[src/insertion_sorter_assert.svh]
// Assertion macros for the insertion sorter.
`ifndef INSERTION_SORTER_ASSERT_SVH
`define INSERTION_SORTER_ASSERT_SVH

`ifndef ASSERT_OFF
// same-cycle implication, gated by the active-low reset
`define ISORT_ASSERT_IMP(label, clk, rst_n, ante, cons) \
	label: assert property (@(posedge clk) disable iff (!(rst_n)) (ante) |-> (cons)) \
		else $error("assertion failed");
// next-cycle implication, gated by the active-low reset
`define ISORT_ASSERT_NXT(label, clk, rst_n, ante, cons) \
	label: assert property (@(posedge clk) disable iff (!(rst_n)) (ante) |=> (cons)) \
		else $error("assertion failed");
`else
`define ISORT_ASSERT_IMP(label, clk, rst_n, ante, cons)
`define ISORT_ASSERT_NXT(label, clk, rst_n, ante, cons)
`endif

`endif

[src/isort_pkg.sv]
package isort_pkg;

	localparam int unsigned ValueW = 32;

	// input beat
	typedef struct packed {
		logic signed [ValueW-1:0] value;
		logic                     last;
	} isort_in_t;

	// result beat
	typedef struct packed {
		logic signed [ValueW-1:0] sorted_value;
		logic                     final_res;
	} isort_out_t;

	// controller states
	typedef enum logic [1:0] {
		ST_IDLE,
		ST_SHIFT,
		ST_PLACE,
		ST_EMIT
	} isort_state_t;

	// source of the store write data
	typedef enum logic [1:0] {
		WSEL_ITEM,
		WSEL_HELD,
		WSEL_SHIFT
	} isort_wsel_t;

	// controller to datapath
	typedef struct packed {
		logic        we;
		logic        rd_en;
		isort_wsel_t wsel;
		logic        emit_valid;
		logic        emit_final;
	} isort_ctl_t;

endpackage

[src/isort_ram.sv]
module isort_ram import isort_pkg::*; #(
	parameter int unsigned WIDTH = 32,
	parameter int unsigned DEPTH = 16
) (
	input  logic                     clk,
	input  logic                     we,
	input  logic [$clog2(DEPTH)-1:0] waddr,
	input  logic [WIDTH-1:0]         wdata,
	input  logic                     re,
	input  logic [$clog2(DEPTH)-1:0] raddr,
	output logic [WIDTH-1:0]         rdata
);

	logic [WIDTH-1:0] mem [DEPTH];

	// write port
	always_ff @(posedge clk) begin
		if (we) begin
			mem[waddr] <= wdata;
		end
	end

	// registered read port
	always_ff @(posedge clk) begin
		if (re) begin
			rdata <= mem[raddr];
		end
	end

endmodule

[src/isort_ctrl.sv]
module isort_ctrl import isort_pkg::*; #(
	parameter int unsigned DEPTH = 16
) (
	input  logic                     clk,
	input  logic                     arst_n,
	input  logic                     start,
	input  logic                     last_in,
	input  logic                     gt,
	output logic                     busy,
	output isort_ctl_t               ctl,
	output logic [$clog2(DEPTH)-1:0] waddr,
	output logic [$clog2(DEPTH)-1:0] raddr
);

	localparam int unsigned AW = $clog2(DEPTH);
	localparam int unsigned CW = $clog2(DEPTH + 1);

	isort_state_t  state_q, state_d;
	logic [AW-1:0] pos_q;
	logic [AW-1:0] k_q;
	logic [CW-1:0] count_q;
	logic          last_q;
	logic          accept;
	logic [CW-1:0] count_inc;
	logic          set_end;
	logic          emit_done;

	assign busy      = (state_q != ST_IDLE);
	assign accept    = start && (state_q == ST_IDLE);
	assign count_inc = count_q + CW'(1);
	assign set_end   = last_q || (count_inc == CW'(DEPTH));
	assign emit_done = ((CW'(k_q) + CW'(1)) == count_q);

	// next state
	always_comb begin
		state_d = state_q;
		case (state_q)
			ST_IDLE: begin
				if (accept) begin
					if (count_q == '0) begin
						state_d = (last_in || (count_inc == CW'(DEPTH))) ? ST_EMIT : ST_IDLE;
					end else begin
						state_d = ST_SHIFT;
					end
				end
			end
			ST_SHIFT: begin
				if (gt) begin
					state_d = (pos_q == AW'(1)) ? ST_PLACE : ST_SHIFT;
				end else begin
					state_d = set_end ? ST_EMIT : ST_IDLE;
				end
			end
			ST_PLACE: begin
				state_d = set_end ? ST_EMIT : ST_IDLE;
			end
			ST_EMIT: begin
				state_d = emit_done ? ST_IDLE : ST_EMIT;
			end
			default: begin
				state_d = ST_IDLE;
			end
		endcase
	end

	// store and emit controls
	always_comb begin
		ctl   = '{we: 1'b0, rd_en: 1'b0, wsel: WSEL_HELD, emit_valid: 1'b0, emit_final: 1'b0};
		waddr = pos_q;
		raddr = pos_q - AW'(1);
		case (state_q)
			ST_IDLE: begin
				if (accept) begin
					if (count_q == '0) begin
						ctl.we   = 1'b1;
						ctl.wsel = WSEL_ITEM;
						waddr    = '0;
					end else begin
						ctl.rd_en = 1'b1;
						raddr     = count_q[AW-1:0] - AW'(1);
					end
				end
			end
			ST_SHIFT: begin
				ctl.we = 1'b1;
				if (gt) begin
					ctl.wsel = WSEL_SHIFT;
					// fetch the next lower neighbor while this one moves up
					if (pos_q != AW'(1)) begin
						ctl.rd_en = 1'b1;
						raddr     = pos_q - AW'(2);
					end
				end
			end
			ST_PLACE: begin
				ctl.we = 1'b1;
			end
			ST_EMIT: begin
				ctl.rd_en      = 1'b1;
				raddr          = k_q;
				ctl.emit_valid = 1'b1;
				ctl.emit_final = emit_done;
			end
			default: begin
				ctl.we = 1'b0;
			end
		endcase
	end

	// advance state, position, count and emit index
	always_ff @(posedge clk or negedge arst_n) begin
		if (!arst_n) begin
			state_q <= ST_IDLE;
			pos_q   <= '0;
			k_q     <= '0;
			count_q <= '0;
			last_q  <= 1'b0;
		end else begin
			state_q <= state_d;
			case (state_q)
				ST_IDLE: begin
					if (accept) begin
						last_q <= last_in;
						pos_q  <= count_q[AW-1:0];
						if (count_q == '0) begin
							count_q <= count_inc;
							k_q     <= '0;
						end
					end
				end
				ST_SHIFT: begin
					if (gt) begin
						pos_q <= pos_q - AW'(1);
					end else begin
						count_q <= count_inc;
						k_q     <= '0;
					end
				end
				ST_PLACE: begin
					count_q <= count_inc;
					k_q     <= '0;
				end
				ST_EMIT: begin
					k_q <= k_q + AW'(1);
					if (emit_done) begin
						count_q <= '0;
					end
				end
				default: begin
					count_q <= '0;
				end
			endcase
		end
	end

endmodule

[src/insertion_sorter.sv]
// Insertion sorter for sets of signed 32-bit values.
// Input: drive item (value, last) with start; the beat is taken on a rising
// edge with start high and busy low. A set ends on a beat with last set, or on
// the beat that fills the store of DEPTH entries.
// Insertion: a beat into an empty store is written in its accepting cycle and
// busy stays low unless the beat ends the set. Otherwise the stored elements
// are walked from the top, one store read and one write per cycle, and busy
// stays high from the accepting edge until the beat is written above the first
// element not larger than it, or at the bottom. The single read port of the
// store sets this pace.
// Output: once a set ends, busy stays high while the whole set is read out
// smallest first, one result per cycle on result with strobe high for one
// cycle; final_res marks the largest. Each result is the registered store read
// of an emit state, the first emit state follows the ending beat's last
// insertion cycle, and the last result shares its cycle with the earliest next
// accept. The receiver cannot stall; results are not held.
// Reset: asynchronous, active low; the store is left as is, the element
// count clears and the block comes up idle.
module insertion_sorter import isort_pkg::*; #(
	parameter int unsigned DEPTH = 16
) (
	input  logic       clk,
	input  logic       arst_n,
	input  logic       start,
	input  isort_in_t  item,
	output logic       busy,
	output logic       strobe,
	output isort_out_t result
);

	`include "insertion_sorter_assert.svh"

	localparam int unsigned AW = $clog2(DEPTH);

	isort_ctl_t               ctl;
	logic [AW-1:0]            waddr;
	logic [AW-1:0]            raddr;
	logic [ValueW-1:0]        rdata;
	logic [ValueW-1:0]        wdata;
	logic signed [ValueW-1:0] value_q;
	logic                     gt;
	logic                     valid_s1;
	logic                     final_s1;

	isort_ctrl #(
		.DEPTH(DEPTH)
	) u_ctrl (
		.clk    (clk),
		.arst_n (arst_n),
		.start  (start),
		.last_in(item.last),
		.gt     (gt),
		.busy   (busy),
		.ctl    (ctl),
		.waddr  (waddr),
		.raddr  (raddr)
	);

	isort_ram #(
		.WIDTH(ValueW),
		.DEPTH(DEPTH)
	) u_store (
		.clk  (clk),
		.we   (ctl.we),
		.waddr(waddr),
		.wdata(wdata),
		.re   (ctl.rd_en),
		.raddr(raddr),
		.rdata(rdata)
	);

	// hold the element being inserted
	always_ff @(posedge clk) begin
		if (start && !busy) begin
			value_q <= item.value;
		end
	end

	// stored neighbor strictly above the new element moves up
	assign gt = ($signed(rdata) > value_q);

	// pick the write data
	always_comb begin
		case (ctl.wsel)
			WSEL_ITEM:  wdata = item.value;
			WSEL_SHIFT: wdata = rdata;
			WSEL_HELD:  wdata = value_q;
			default:    wdata = value_q;
		endcase
	end

	// align emit marks with the store read data
	always_ff @(posedge clk or negedge arst_n) begin
		if (!arst_n) begin
			valid_s1 <= 1'b0;
			final_s1 <= 1'b0;
		end else begin
			valid_s1 <= ctl.emit_valid;
			final_s1 <= ctl.emit_final;
		end
	end

	assign strobe              = valid_s1;
	assign result.sorted_value = rdata;
	assign result.final_res    = final_s1;

	`ISORT_ASSERT_NXT(a_final_ends_burst, clk, arst_n, strobe && final_s1, !strobe)
	`ISORT_ASSERT_NXT(a_burst_contiguous, clk, arst_n, strobe && !final_s1, strobe)
	`ISORT_ASSERT_IMP(a_no_rw_collision, clk, arst_n, ctl.we && ctl.rd_en, waddr != raddr)

endmodule
[config.mk]
export PLATFORM = sky130hd
export DESIGN_NAME = insertion_sorter
export DESIGN_NICKNAME = d
export VERILOG_FILES = /design/src/isort_pkg.sv /design/src/isort_ram.sv /design/src/isort_ctrl.sv /design/src/insertion_sorter.sv
export VERILOG_INCLUDE_DIRS = /design/src /design/src/src
export SDC_FILE = /design/constraint.sdc
export NUM_CORES = 1
export LEC_CHECK = 0
export BUFFER_PORTS_ARGS = -buffer_cell sky130_fd_sc_hd__buf_2
export CAP_MARGIN = 20
export CORE_MARGIN = 2
export CORE_UTILIZATION = 42
export DETAILED_ROUTE_END_ITERATION = 6
export PLACE_DENSITY_LB_ADDON = 0.25
export SETUP_SLACK_MARGIN = 0.5
export SYNTH_ARGS = -nofsm -noshare
export SYNTH_HDL_FRONTEND = slang
export SYNTH_HIERARCHICAL = 1
export SYNTH_SLANG_ARGS = --single-unit
[constraint.sdc]
create_clock -name clk -period 4.5 [get_ports clk]
set_input_delay 0.9 -clock clk [delete_from_list [all_inputs] [get_ports clk]]
set_output_delay 0.9 -clock clk [all_outputs]
set_load 0.05 [all_outputs]
== Yosys cells after proc, flatten, opt, wreduce, memory -nomap -nowiden ==
Memories as Yosys holds them, arrays and structs flattened. A register that Yosys moved wholly into a read port is not among the register bits.
Index checks and enable logic that the tools add are counted.
Word-level totals
  register bits after elaboration: 50
  latch bits: 0
  RAM bits: 512
  bits in read-only memories: 0
  input bits: 36
  output and inout bits: 35
  logic and storage cells: 85
  memories kept: 1
Cells by class
  add/sub/neg operators: 6
  multipliers: 0
  divide/modulo/power cells: 0
  order comparisons: 1
  eq/ne operators: 13
  shifts and indexed selects: 0
  muxes and demuxes: 41
  bitwise gates (word level): 0
  reduce and logical (&&, ||, !) cells: 15
Memories
  u_store.mem: depth 16, bits a word 32, read ports 1, clocked after Yosys merged registers in 1, write ports 1, RTL line isort_ram.sv:14  | logic [WIDTH-1:0] mem [DEPTH];
Operators with widths (number)
  32-bit case mux with 2 select lines: 1
  4-bit two-way mux: 13
  32-bit greater-than comparator: 1
  5-bit two-way mux: 4
  5-bit case mux with 4 select lines: 1
  2-bit two-way mux: 8
  4-bit case mux with 4 select lines: 1
  4-bit case mux with 3 select lines: 1
  2-bit case mux with 4 select lines: 1
  4-bit case mux with 2 select lines: 1
  4-bit by 1-bit subtractor with 4-bit output (second input constant): 2
  2-bit equality test (second input constant): 3
  1-bit two-way mux: 6
  2-bit inequality test (second input constant): 3
  3-bit AND reduction: 2
  4-bit by 1-bit adder with 5-bit output (second input constant): 1
  5-bit by 1-bit adder with 5-bit output (second input constant): 1
  5-bit equality test: 1
  5-bit equality test (second input constant): 1
  5-bit zero test: 1
  4-bit by 1-bit adder with 4-bit output (second input constant): 1
  4-bit by 1-bit equality test with 1-bit output (second input constant): 1
  2-bit zero test: 2
  2-bit by 1-bit inequality test with 1-bit output (second input constant): 2
  other kinds (14): 17

== Logic depth before layout (Yosys ltp) ==
Gate-level depths: netlist of run 1.
  depth after elaboration: 7
  mapped depth: 19
  mapped depth without buffers: 17

== By module ==
The synthesis of run 1 kept the hierarchy.
By module, submodules not included
  isort_ram: times used 1, cells each 838, area an instance 20155.6 um2, seq. area each 16335.7 um2
  insertion_sorter: times used 1, cells each 256, area an instance 2474.9 um2, seq. area each 1011.0 um2
  isort_ctrl: times used 1, cells each 172, area an instance 1391.3 um2, seq. area each 400.4 um2

== Worst setup path after synthesis of run 1 ==
OpenSTA, ideal clock, no wires.
  path kind: register to register
  start point: register u_ctrl.count_q[0]
  end point: memory u_store.mem[0][0], enable pin
  setup time: 461 ps
  arrival: 4501 ps
  required time: 4039 ps
  path slack: -462 ps
  cell stages (with the launch flop): 11
  path buffers: 2
  period minus slack after synthesis: 4962 ps
  cells stage by stage: dfrtp_1 -> clkbuf_1 -> inv_1 -> ha_1 -> or4b_1 -> buf_2 -> nor2_1 -> nor2_1 -> nor2_1 -> or3b_2 -> nor3_1
RTL lines
  from (decl): RTL line isort_ctrl.sv:21  | logic [CW-1:0] count_q;
  from (signal assigned): RTL line isort_ctrl.sv:126  | count_q <= count_inc;
  from (signal assigned): RTL line isort_ctrl.sv:135  | count_q <= count_inc;
  from (signal assigned): RTL line isort_ctrl.sv:140  | count_q <= count_inc;
  to (decl): RTL line isort_ram.sv:14

== Worst setup path after layout of run 1 ==
  start point: register u_store.rdata[9], read port of u_store.mem
  end point: register u_store.rdata[15], read port of u_store.mem, data pin
On the way
  longest elaborated chain between the ends: 3
  elaborated cells on any way between the ends: 5
  those cells by class: order compare (1); mux (4)
RTL lines
  from (decl): RTL line isort_ram.sv:11  | output logic [WIDTH-1:0] rdata
  32-bit greater-than comparator: RTL line insertion_sorter.sv:80  | assign gt = ($signed(rdata) > value_q);
  via gt: RTL line insertion_sorter.sv:41  | logic gt;
  4-bit two-way mux: RTL line isort_ctrl.sv:86  | if (gt) begin
  4-bit case mux with 3 select lines: RTL line isort_ctrl.sv:71  | case (state_q)
  via raddr[0]: RTL line insertion_sorter.sv:37  | logic [AW-1:0] raddr;
The timed path passes the listed nets, and every way through them passes these cells.
A chain may end at the register's enable or synchronous reset.

==> out/metrics.sh, run 1 <==
MAXCAPVIOLATIONS=0
CORE_AREA_SQ_UM=56500
SYNTH_LARGEST_TYPE_AREA_FRACTION=0.7200
WL_PER_CELL_MICRONS=27.39
DIE_WIDTH_MICRONS=243.2
AREA.GROWTH.SYNTH_TO_FINAL_PCT=24.36
WORSTSETUPENDPOINTTYPE='register'
GRT_ANTENNA_BEFORE_REPAIR=1
WORSTREG2REGSTART='u_store/rdata[9]'
CRIT_SLOWEST_CELL='sky130_fd_sc_hd__edfxtp_1'
CLOCK_TREE.BUFFER_DEPTH=3
DRC_ERRORS=0
WORST_R2R_PATH_DEPTH=20
MAX_SLEW_MARGIN=0.3788
ROUTED-VIA-COUNT=12900
GP_ROUTABILITY_CONGESTION=0.8131
POST_SYNTH_EDFFS=576
SYNTH.LARGEST_AREA_CELL='sky130_fd_sc_hd__edfxtp_1'
FMAX_GHz=0.2317
CRITICAL_PATH_CLASS='reg -> reg'
CLOCK_TREE_FROM_TRITONCTS='built'
SKEW_NS=0.02170
GRT_SETUP_UNREPAIRED='yes'
DETAILEDROUTE.FIRSTITERATIONVIOLATIONS=1152
YS_FF_LATCH=594
TIGHTEST_PIN_TRANSITION_NS=0.9284
MOST_COMMON_CELL_IN_THE_SYNTHESIZED_NETLIST='sky130_fd_sc_hd__edfxtp_1'
GRT_FIRST_PASS_WIRELENGTH_MICRONS=89090
OUTCOME='completed'
FINAL_MAX_SLEW_VIOL_COUNT=0
DETAIL_ROUTE.WIRELENGTH_MICRONS=62290
SYNTH.CELL_AREA_SQ_UM=24020
HPWLAFTERDP_MICRONS=33670
HTREE_NUM_LEVELS=2
PATH_CLK_SLEW_NS=0.06
FIN_UTIL=0.5288
CP.REQUIRED_NS=4.88
SYN_AREA_PER_CELL_SQ_UM=18.97
TIMING.CRITICAL_PATH.MAX_DELAY_FAMILY='buffers and inverters'
CP.BUFFERS_INVERTERS=7
CRITICAL_PATH_ARRIVAL_NS=4.69
DESIGN_AREA_FINAL_SQ_UM=29870
CTS_HOLD_BUFFERS=0
LAYOUT.NETS=1552
CP-START-KIND='register'
CP_CELL_SEQUENCE='ha_4, nand4_1, nor4_2, buf_4, a21boi_2, o31ai_2, o2111ai_2, mux2i_1, buf_4, nand2_2, a211oi_2, buf_4, o22ai_4, buf_12, buf_8, buf_16, buf_6, mux4_2, a22oi_2, nand2_1'
ALL_LAYER_GLOBAL_ROUTING_USAGE=0.2079
PROPORTION_OF_SYNTHESIZED_CHIP_AREA_IN_SEQUENTIAL_CELLS=0.7388
INITIAL_UTIL=0.4252
FLOORPLAN.DIE_AREA_SQ_UM=59120
N_FILL_CELL=4428
PLACED_CELL_AREA_SQ_UM=26550
WORST_R2R_ENDPOINT='u_store/rdata[15]'
REGTOREGSETUPSLACK_NS=0.18
FP-ROW-COUNT=87
SYNTHESIS.YOSYS.WARNINGS=6
POST_LAYOUT_NONFILLER_INSTANCES=2274
SYNTH.CELLS.MOST_FREQUENT='sky130_fd_sc_hd__edfxtp_1, sky130_fd_sc_hd__mux4_2, sky130_fd_sc_hd__nand2_1, sky130_fd_sc_hd__a22oi_1, sky130_fd_sc_hd__o21ai_0'
POST_SYNTH_MAIN_AREA_CONTRIBUTORS='sky130_fd_sc_hd__edfxtp_1, sky130_fd_sc_hd__mux4_2, sky130_fd_sc_hd__ha_1'
IO_PINS=71
MAXIMUM_NUMBER_OF_PINS_ON_ONE_NET_BEFORE_GLOBAL_ROUTE_REPAIR=33
CLOCK_SINK_COUNT=594
PLACE_INST=2119
FINAL_LAYOUT_SIZE_SUFFIX_GT1_FRAC=0.3729
ROUTER_ITERATIONS_BEFORE_ANTENNA_REPAIR=5
YS_DOMINANT_REG_CELL='sky130_fd_sc_hd__edfxtp_1'
PORT_BUFFERS=70
NUMBER_OF_BUFFERS_INSERTED_DURING_CLOCK_TREE_SYNTHESIS=60
FIN_TNS_SETUP_NS=0
MIN_PERIOD_OVER_PERIOD=0.9591
FINAL_PERIOD_DEMAND_OF_THE_WORST_PATH_NS=4.316
GRT_OVERFLOW_TOTAL=0
YOSYSUNIQUECELLTYPES=56
ANTENNA_CELLS=0
SYNTH_NETS=1346
SYN-INSTANCE-COUNT=1266
ANTENNA_LEFT=0
SHARE_OF_FLIP_FLOPS_WITH_AN_ASYNCHRONOUS_SET_OR_RESET_AFTER_SYNTHESIS=0.03030
CHIP_HEIGHT_MICRONS=243.2
CTS_ROOT_BUF='sky130_fd_sc_hd__clkbuf_16'
WORST_PATH_MAX_STAGE_DELAY_NS=0.47
VIAS_IN_THE_FIRST_GLOBAL_ROUTE=13100
WORSTSKEWPAIRLATENCY_NS=0.64
PATH_MAX_FANOUT=5
TIMING.HOLD.WORST.CLASS='in -> async'
CRITICAL-PATH-TOP-CELL-BY-COUNT='sky130_fd_sc_hd__buf_4'
VIAS_PER_CELL=5.675
TIMING.FINAL.SETUP_VIOLATIONS=0
TIMING_HOLD_VIOLATIONS_FINAL=0
logic make-up after synthesis:
family | Yosys count | share of synthesized area
fa+ha+maj | 44 | 0.02292
buf+inv | 109 | 0.01948
compound gates | 174 | 0.04782
xor+xnor | 8 | 0.002917
mux | 165 | 0.1356
simple gates | 172 | 0.03245
flops | 594 | 0.7388
worst max-delay path by stage:
| stage | startpoint | end | slack, ns | cells after the start |
|---|---|---|---|---|
| floorplan | u_store/rdata[5] | u_store/rdata[13] | 0.34 | 18 |
| global placement | u_store/rdata[31] | u_store/rdata[15] | 0.01 | 18 |
| detailed placement | u_store/rdata[7] | u_store/rdata[15] | 0.03 | 17 |
| CTS | u_store/rdata[11] | u_store/rdata[4] | 0.24 | 19 |
| global route | u_store/rdata[10] | u_store/rdata[14] | -0.02 | 20 |
| finish | u_store/rdata[9] | u_store/rdata[15] | 0.18 | 20 |
worst register-to-register path, cell delays in order (launching register included):
cell and delay (ns):
sky130_fd_sc_hd__edfxtp_1 0.47, sky130_fd_sc_hd__ha_4 0.31, sky130_fd_sc_hd__nand4_1 0.25, sky130_fd_sc_hd__nor4_2 0.36, sky130_fd_sc_hd__buf_4 0.17, sky130_fd_sc_hd__a21boi_2 0.15, sky130_fd_sc_hd__o31ai_2 0.10, sky130_fd_sc_hd__o2111ai_2 0.08
sky130_fd_sc_hd__mux2i_1 0.25, sky130_fd_sc_hd__buf_4 0.16, sky130_fd_sc_hd__nand2_2 0.05, sky130_fd_sc_hd__a211oi_2 0.19, sky130_fd_sc_hd__buf_4 0.18, sky130_fd_sc_hd__o22ai_4 0.08, sky130_fd_sc_hd__buf_12 0.19, sky130_fd_sc_hd__buf_8 0.13
sky130_fd_sc_hd__buf_16 0.14, sky130_fd_sc_hd__buf_6 0.12, sky130_fd_sc_hd__mux4_2 0.43, sky130_fd_sc_hd__a22oi_2 0.18, sky130_fd_sc_hd__nand2_1 0.10
sequential cells by signal, summed over array words and instances, names as in the netlist:
name,count
u_ctrl/count_q,5
u_ctrl/state_q,2
final_s1,1
u_ctrl/last_q,1
strobe,1
value_q,32
u_ctrl/pos_q,4
u_store/mem,512
u_ctrl/k_q,4
u_store/rdata,32
cell usage in the layout, fill, tap and decap left out, types with 11 or more instances in the layout:
master                        n
sky130_fd_sc_hd__nand2_1     85
sky130_fd_sc_hd__a22oi_2     56
sky130_fd_sc_hd__o21ai_0     17
sky130_fd_sc_hd__nor2_1      14
sky130_fd_sc_hd__clkbuf_16   70
sky130_fd_sc_hd__buf_12      49
sky130_fd_sc_hd__buf_4       62
sky130_fd_sc_hd__mux4_2     128
sky130_fd_sc_hd__dfrtp_1     18
sky130_fd_sc_hd__ha_1        40
sky130_fd_sc_hd__nor2_4      13
sky130_fd_sc_hd__inv_1       43
sky130_fd_sc_hd__o21ai_4     23
sky130_fd_sc_hd__mux2i_1     33
sky130_fd_sc_hd__clkinv_2    13
sky130_fd_sc_hd__edfxtp_1   576
sky130_fd_sc_hd__clkbuf_1    11
sky130_fd_sc_hd__a21oi_1     20
sky130_fd_sc_hd__buf_2       70
layout make-up:
| class | count | area [sq um] | area share |
|---|---|---|---|
| clock inverters | 37 | 320.3 | 0.01072 |
| well taps | 756 | 945.9 | 0.03166 |
| flip-flops and latches | 594 | 17750 | 0.5941 |
| repair buffers | 209 | 2425 | 0.08117 |
| inverters | 44 | 165.2 | 0.005529 |
| multi-input cells | 563 | 6726 | 0.2252 |
| clock buffers | 71 | 1543 | 0.05164 |
per-stage QoR:
stage	hold slack, ns	worst slack, ns
after floorplan	0.4727	0.3435
after global placement	0.5036	0.01183
after detailed placement	0.5066	0.03158
after CTS	0.1906	0.2407
after global routing	0.2327	-0.02240
final	0.2029	0.1840
layer usage:
metal / share of wire / track usage
met5: 0.00021 / 0
met4: 0.021 / 0.05558
met3: 0.060 / 0.03107
met2: 0.50 / 0.3469
met1: 0.42 / 0.2870
what timing repair did:
action	CTS	global route
pin swaps	17	53
gates resized for setup	64	88
endpoints found under the setup margin	480	430
buffers inserted	21	11
cloned	5	10
Power of run 1 is left out: the tool's default activity adds up to more than one toggle a clock period on the data nets, which glitch-free logic cannot reach.
==> inputs of run 2 (changes only) <==
--- a/config.mk
+++ b/config.mk
@@ -6,11 +6,12 @@
 export SDC_FILE = /design/constraint.sdc
 export NUM_CORES = 1
 export LEC_CHECK = 0
-export BUFFER_PORTS_ARGS = -buffer_cell sky130_fd_sc_hd__buf_2
 export CAP_MARGIN = 20
 export CORE_MARGIN = 2
 export CORE_UTILIZATION = 42
+export CTS_CLUSTER_SIZE = 16
 export DETAILED_ROUTE_END_ITERATION = 6
+export DONT_BUFFER_PORTS = 1
 export PLACE_DENSITY_LB_ADDON = 0.25
 export SETUP_SLACK_MARGIN = 0.5
 export SYNTH_ARGS = -nofsm -noshare
==> out/metrics.sh, run 2 (synthesized netlist as in run 1, its figures left out) <==
WORSTSKEWPAIRLATENCY_NS=0.63  # was 0.64 ns
WORSTREG2REGSTART='u_store/rdata[11]'  # was u_store/rdata[9]
CLOCK_TREE_FROM_TRITONCTS='built'  # unchanged
CLOCK_TREE.BUFFER_DEPTH=3  # unchanged
PATH_MAX_FANOUT=6  # was 5
DETAIL_ROUTE.WIRELENGTH_MICRONS=63180  # was 62290 microns
FINAL_PERIOD_DEMAND_OF_THE_WORST_PATH_NS=4.460  # was 4.316 ns
WL_PER_CELL_MICRONS=27.48  # was 27.39 microns
GRT_FIRST_PASS_WIRELENGTH_MICRONS=89090  # unchanged
CP.REQUIRED_NS=4.88  # about the same
CRITICAL_PATH_CLASS='reg -> reg'  # unchanged
FINAL_LAYOUT_SIZE_SUFFIX_GT1_FRAC=0.3966  # was 0.3729
LAYOUT.NETS=1577  # was 1552
GRT_OVERFLOW_TOTAL=0  # unchanged
SEQUENTIAL_CELL_AREA_SQ_UM=17750  # unchanged
PORT_BUFFERS=0  # was 70
ANTENNA_LEFT=0  # unchanged
FP-ROW-COUNT=87  # unchanged
GP_ROUTABILITY_CONGESTION=0.7959  # was 0.8131
FINAL_MAX_SLEW_VIOL_COUNT=0  # unchanged
INITIAL_UTIL=0.4252  # unchanged
FIN_UTIL=0.5447  # was 0.5288
NUMBER_OF_BUFFERS_INSERTED_DURING_CLOCK_TREE_SYNTHESIS=60  # unchanged
HTREE_NUM_LEVELS=2  # unchanged
AREA.GROWTH.SYNTH_TO_FINAL_PCT=28.12  # was 24.36%
WORSTSETUPENDPOINTTYPE='register'  # unchanged
WORST_R2R_ENDPOINT='u_store/rdata[7]'  # was u_store/rdata[15]
ALL_LAYER_GLOBAL_ROUTING_USAGE=0.2056  # was 0.2079
PLACED_CELL_AREA_SQ_UM=26150  # was 26550 sq um
MAX_SLEW_MARGIN=0.3959  # was 0.3788
DRC_ERRORS=0  # unchanged
CP.BUFFERS_INVERTERS=8  # was 7
GRT_SETUP_UNREPAIRED='yes'  # unchanged
TIMING.FINAL.SETUP_VIOLATIONS=0  # unchanged
ANTENNA_CELLS=0  # unchanged
WORST_R2R_PATH_DEPTH=21  # was 20
FLOORPLAN.DIE_AREA_SQ_UM=59120  # unchanged
ROUTED-VIA-COUNT=13270  # was 12900
CRITICAL-PATH-TOP-CELL-BY-COUNT='sky130_fd_sc_hd__buf_12'  # was sky130_fd_sc_hd__buf_4
LARGEST_REGISTER_FF_COUNT=512  # unchanged
REGTOREGSETUPSLACK_NS=0.04  # was 0.18 ns
TIGHTEST_PIN_TRANSITION_NS=0.9032  # was 0.9284 ns
CRITPATHCAPTURE='u_store/rdata[7]'  # was u_store/rdata[15]
CP_CELL_SEQUENCE='ha_4, nand4_1, nor4_2, buf_4, a21boi_4, o31ai_4, o2111ai_2, mux2i_2, buf_4, nand2_2, a211oi_2, buf_4, o22ai_4, buf_12, buf_12, buf_12, buf_12, buf_16, mux4_2, a22oi_2, nand2_1'  # was ha_4, nand4_1, nor4_2, buf_4, a21boi_2, o31ai_2, o2111ai_2, mux2i_1, buf_4, nand2_2, a211oi_2, buf_4, o22ai_4, buf_12, buf_8, buf_16, buf_6, mux4_2, a22oi_2, nand2_1
GRT_ANTENNA_BEFORE_REPAIR=1  # unchanged
ROUTER_ITERATIONS_BEFORE_ANTENNA_REPAIR=5  # unchanged
N_FILL_CELL=4293  # was 4428
DPL_WORST_SLACK_NS=-0.3194  # was 0.03158 ns
CRIT_SLOWEST_CELL='sky130_fd_sc_hd__edfxtp_1'  # unchanged
LEADING_CELL_TYPE_IN_THE_LAYOUT_FILL_AND_TAPS_EXCLUDED='sky130_fd_sc_hd__edfxtp_1'  # unchanged
TIMING.CRITICAL_PATH.MAX_DELAY_FAMILY='buffers and inverters'  # unchanged
DIE_WIDTH_MICRONS=243.2  # unchanged
DESIGN_AREA_FINAL_SQ_UM=30780  # was 29870 sq um
LAYOUT_COMMON_CELLS='sky130_fd_sc_hd__edfxtp_1, sky130_fd_sc_hd__mux4_2, sky130_fd_sc_hd__buf_4'  # was sky130_fd_sc_hd__edfxtp_1, sky130_fd_sc_hd__mux4_2, sky130_fd_sc_hd__nand2_1
MAXCAPVIOLATIONS=0  # unchanged
WORSTSETUPSTARTPOINT='u_store/rdata[11]'  # was u_store/rdata[9]
CTS_ROOT_BUF='sky130_fd_sc_hd__clkbuf_16'  # unchanged
CP-START-KIND='register'  # unchanged
VIAS_IN_THE_FIRST_GLOBAL_ROUTE=13150  # was 13100
IO_PINS=71  # unchanged
DETAILEDROUTE.FIRSTITERATIONVIOLATIONS=1383  # was 1152
HOLD_PATH.STARTPOINT='item[10]'
TIMING_HOLD_VIOLATIONS_FINAL=0  # unchanged
FMAX_GHz=0.2242  # was 0.2317 GHz
CRITICAL_PATH_ARRIVAL_NS=4.84  # was 4.69 ns
TIMING.HOLD.WORST.CLASS='in -> reg'  # was in -> async
POSTLAYOUTSETUPSLACKWORST_NS=0.04039  # was 0.1840 ns
MULTI_INPUT_AREA_SQ_UM=7048  # was 6726 sq um
MAXIMUM_NUMBER_OF_PINS_ON_ONE_NET_BEFORE_GLOBAL_ROUTE_REPAIR=34  # was 33
LARGESTREGISTERS='u_store/mem (512), u_store/rdata (32), value_q (32)'  # unchanged
OUTCOME='completed'  # unchanged
MIN_PERIOD_OVER_PERIOD=0.9910  # was 0.9591
WORST_PATH_MAX_STAGE_DELAY_NS=0.46  # was 0.47 ns
CP.DEPTH=21  # was 20
HPWLAFTERDP_MICRONS=34420  # was 33670 microns
CHIP_HEIGHT_MICRONS=243.2  # unchanged
VIAS_PER_CELL=5.774  # was 5.675
SKEW_NS=0.03615  # was 0.02170 ns
PATH_CLK_SLEW_NS=0.06  # about the same
LARGEST_REGISTER='u_store/mem'  # unchanged
CORE_AREA_SQ_UM=56500  # unchanged
CLOCK_SINK_COUNT=594  # unchanged
[run 2: cell types whose count changed in the layout (fill, tap and decap cells not counted), sizes merged]
cell,change
bufinv,+1
clkinv,+3
clkinvlp,-4
buf,+20
o21ai,+7
dlygate4sd3,+1
clkbuf,-3
[run 2: metal layers]
metal	part of all wire	track usage	wire, microns
met5	0.00021	0	13
met1	0.42	0.2977	26660
met4	0.020	0.05034	1294
met3	0.078	0.03549	4959
met2	0.48	0.3261	30260
[run 2: how the worst min path moves through the flow]
stage | endpoint | cells after the start
final | value_q[9] | 0
after global routing | value_q[9] | 0
after CTS | value_q[9] | 0
after floorplan | u_ctrl/last_q | 1
after detailed placement | u_ctrl/last_q | 1
after global placement | u_ctrl/last_q | 1
[run 2: timing repair]
item / 4_1_cts / 5_1_grt
setup buffers: 32 / 40
gates resized for setup: 127 / 117
endpoints found under the hold margin: 18 / 0
endpoints found under the setup margin: 548 / 583
hold buffers: 1 / 0
gates cloned: 17 / 18
pin swaps: 32 / 77
[run 2: area by class of cell]
class / count / share of cell area
Clock buffer: 71 / 0.05013
Clock inverter: 37 / 0.01151
Inverter: 44 / 0.005366
Multi-Input combinational cell: 570 / 0.2290
Sequential cell: 594 / 0.5767
Tap cell: 756 / 0.03074
Timing Repair Buffer: 227 / 0.09660
[run 2: metrics by stage]
stage / hold slack, ns / instances / TNS [ns]
3_3_place_gp: 0.4911 / 2082 / -20.91
6_report: 0.3567 / 2299 / 0
3_5_place_dp: 0.4921 / 2083 / -60.33
5_1_grt: 0.3309 / 2299 / -1.081
4_1_cts: 0.3195 / 2241 / 0
2_1_floorplan: 0.4727 / 1266 / 0
[run 2: worst register-to-register path: cells and delay by family, from the launching register on]
kind / cells / cell delay (ns)
compound gates: 6 / 0.86
flops: 1 / 0.46
mux: 2 / 0.73
fa+ha+maj: 1 / 0.32
buf+inv: 8 / 1.21
simple gates: 4 / 0.64
Power of run 2 is left out for the same reason.
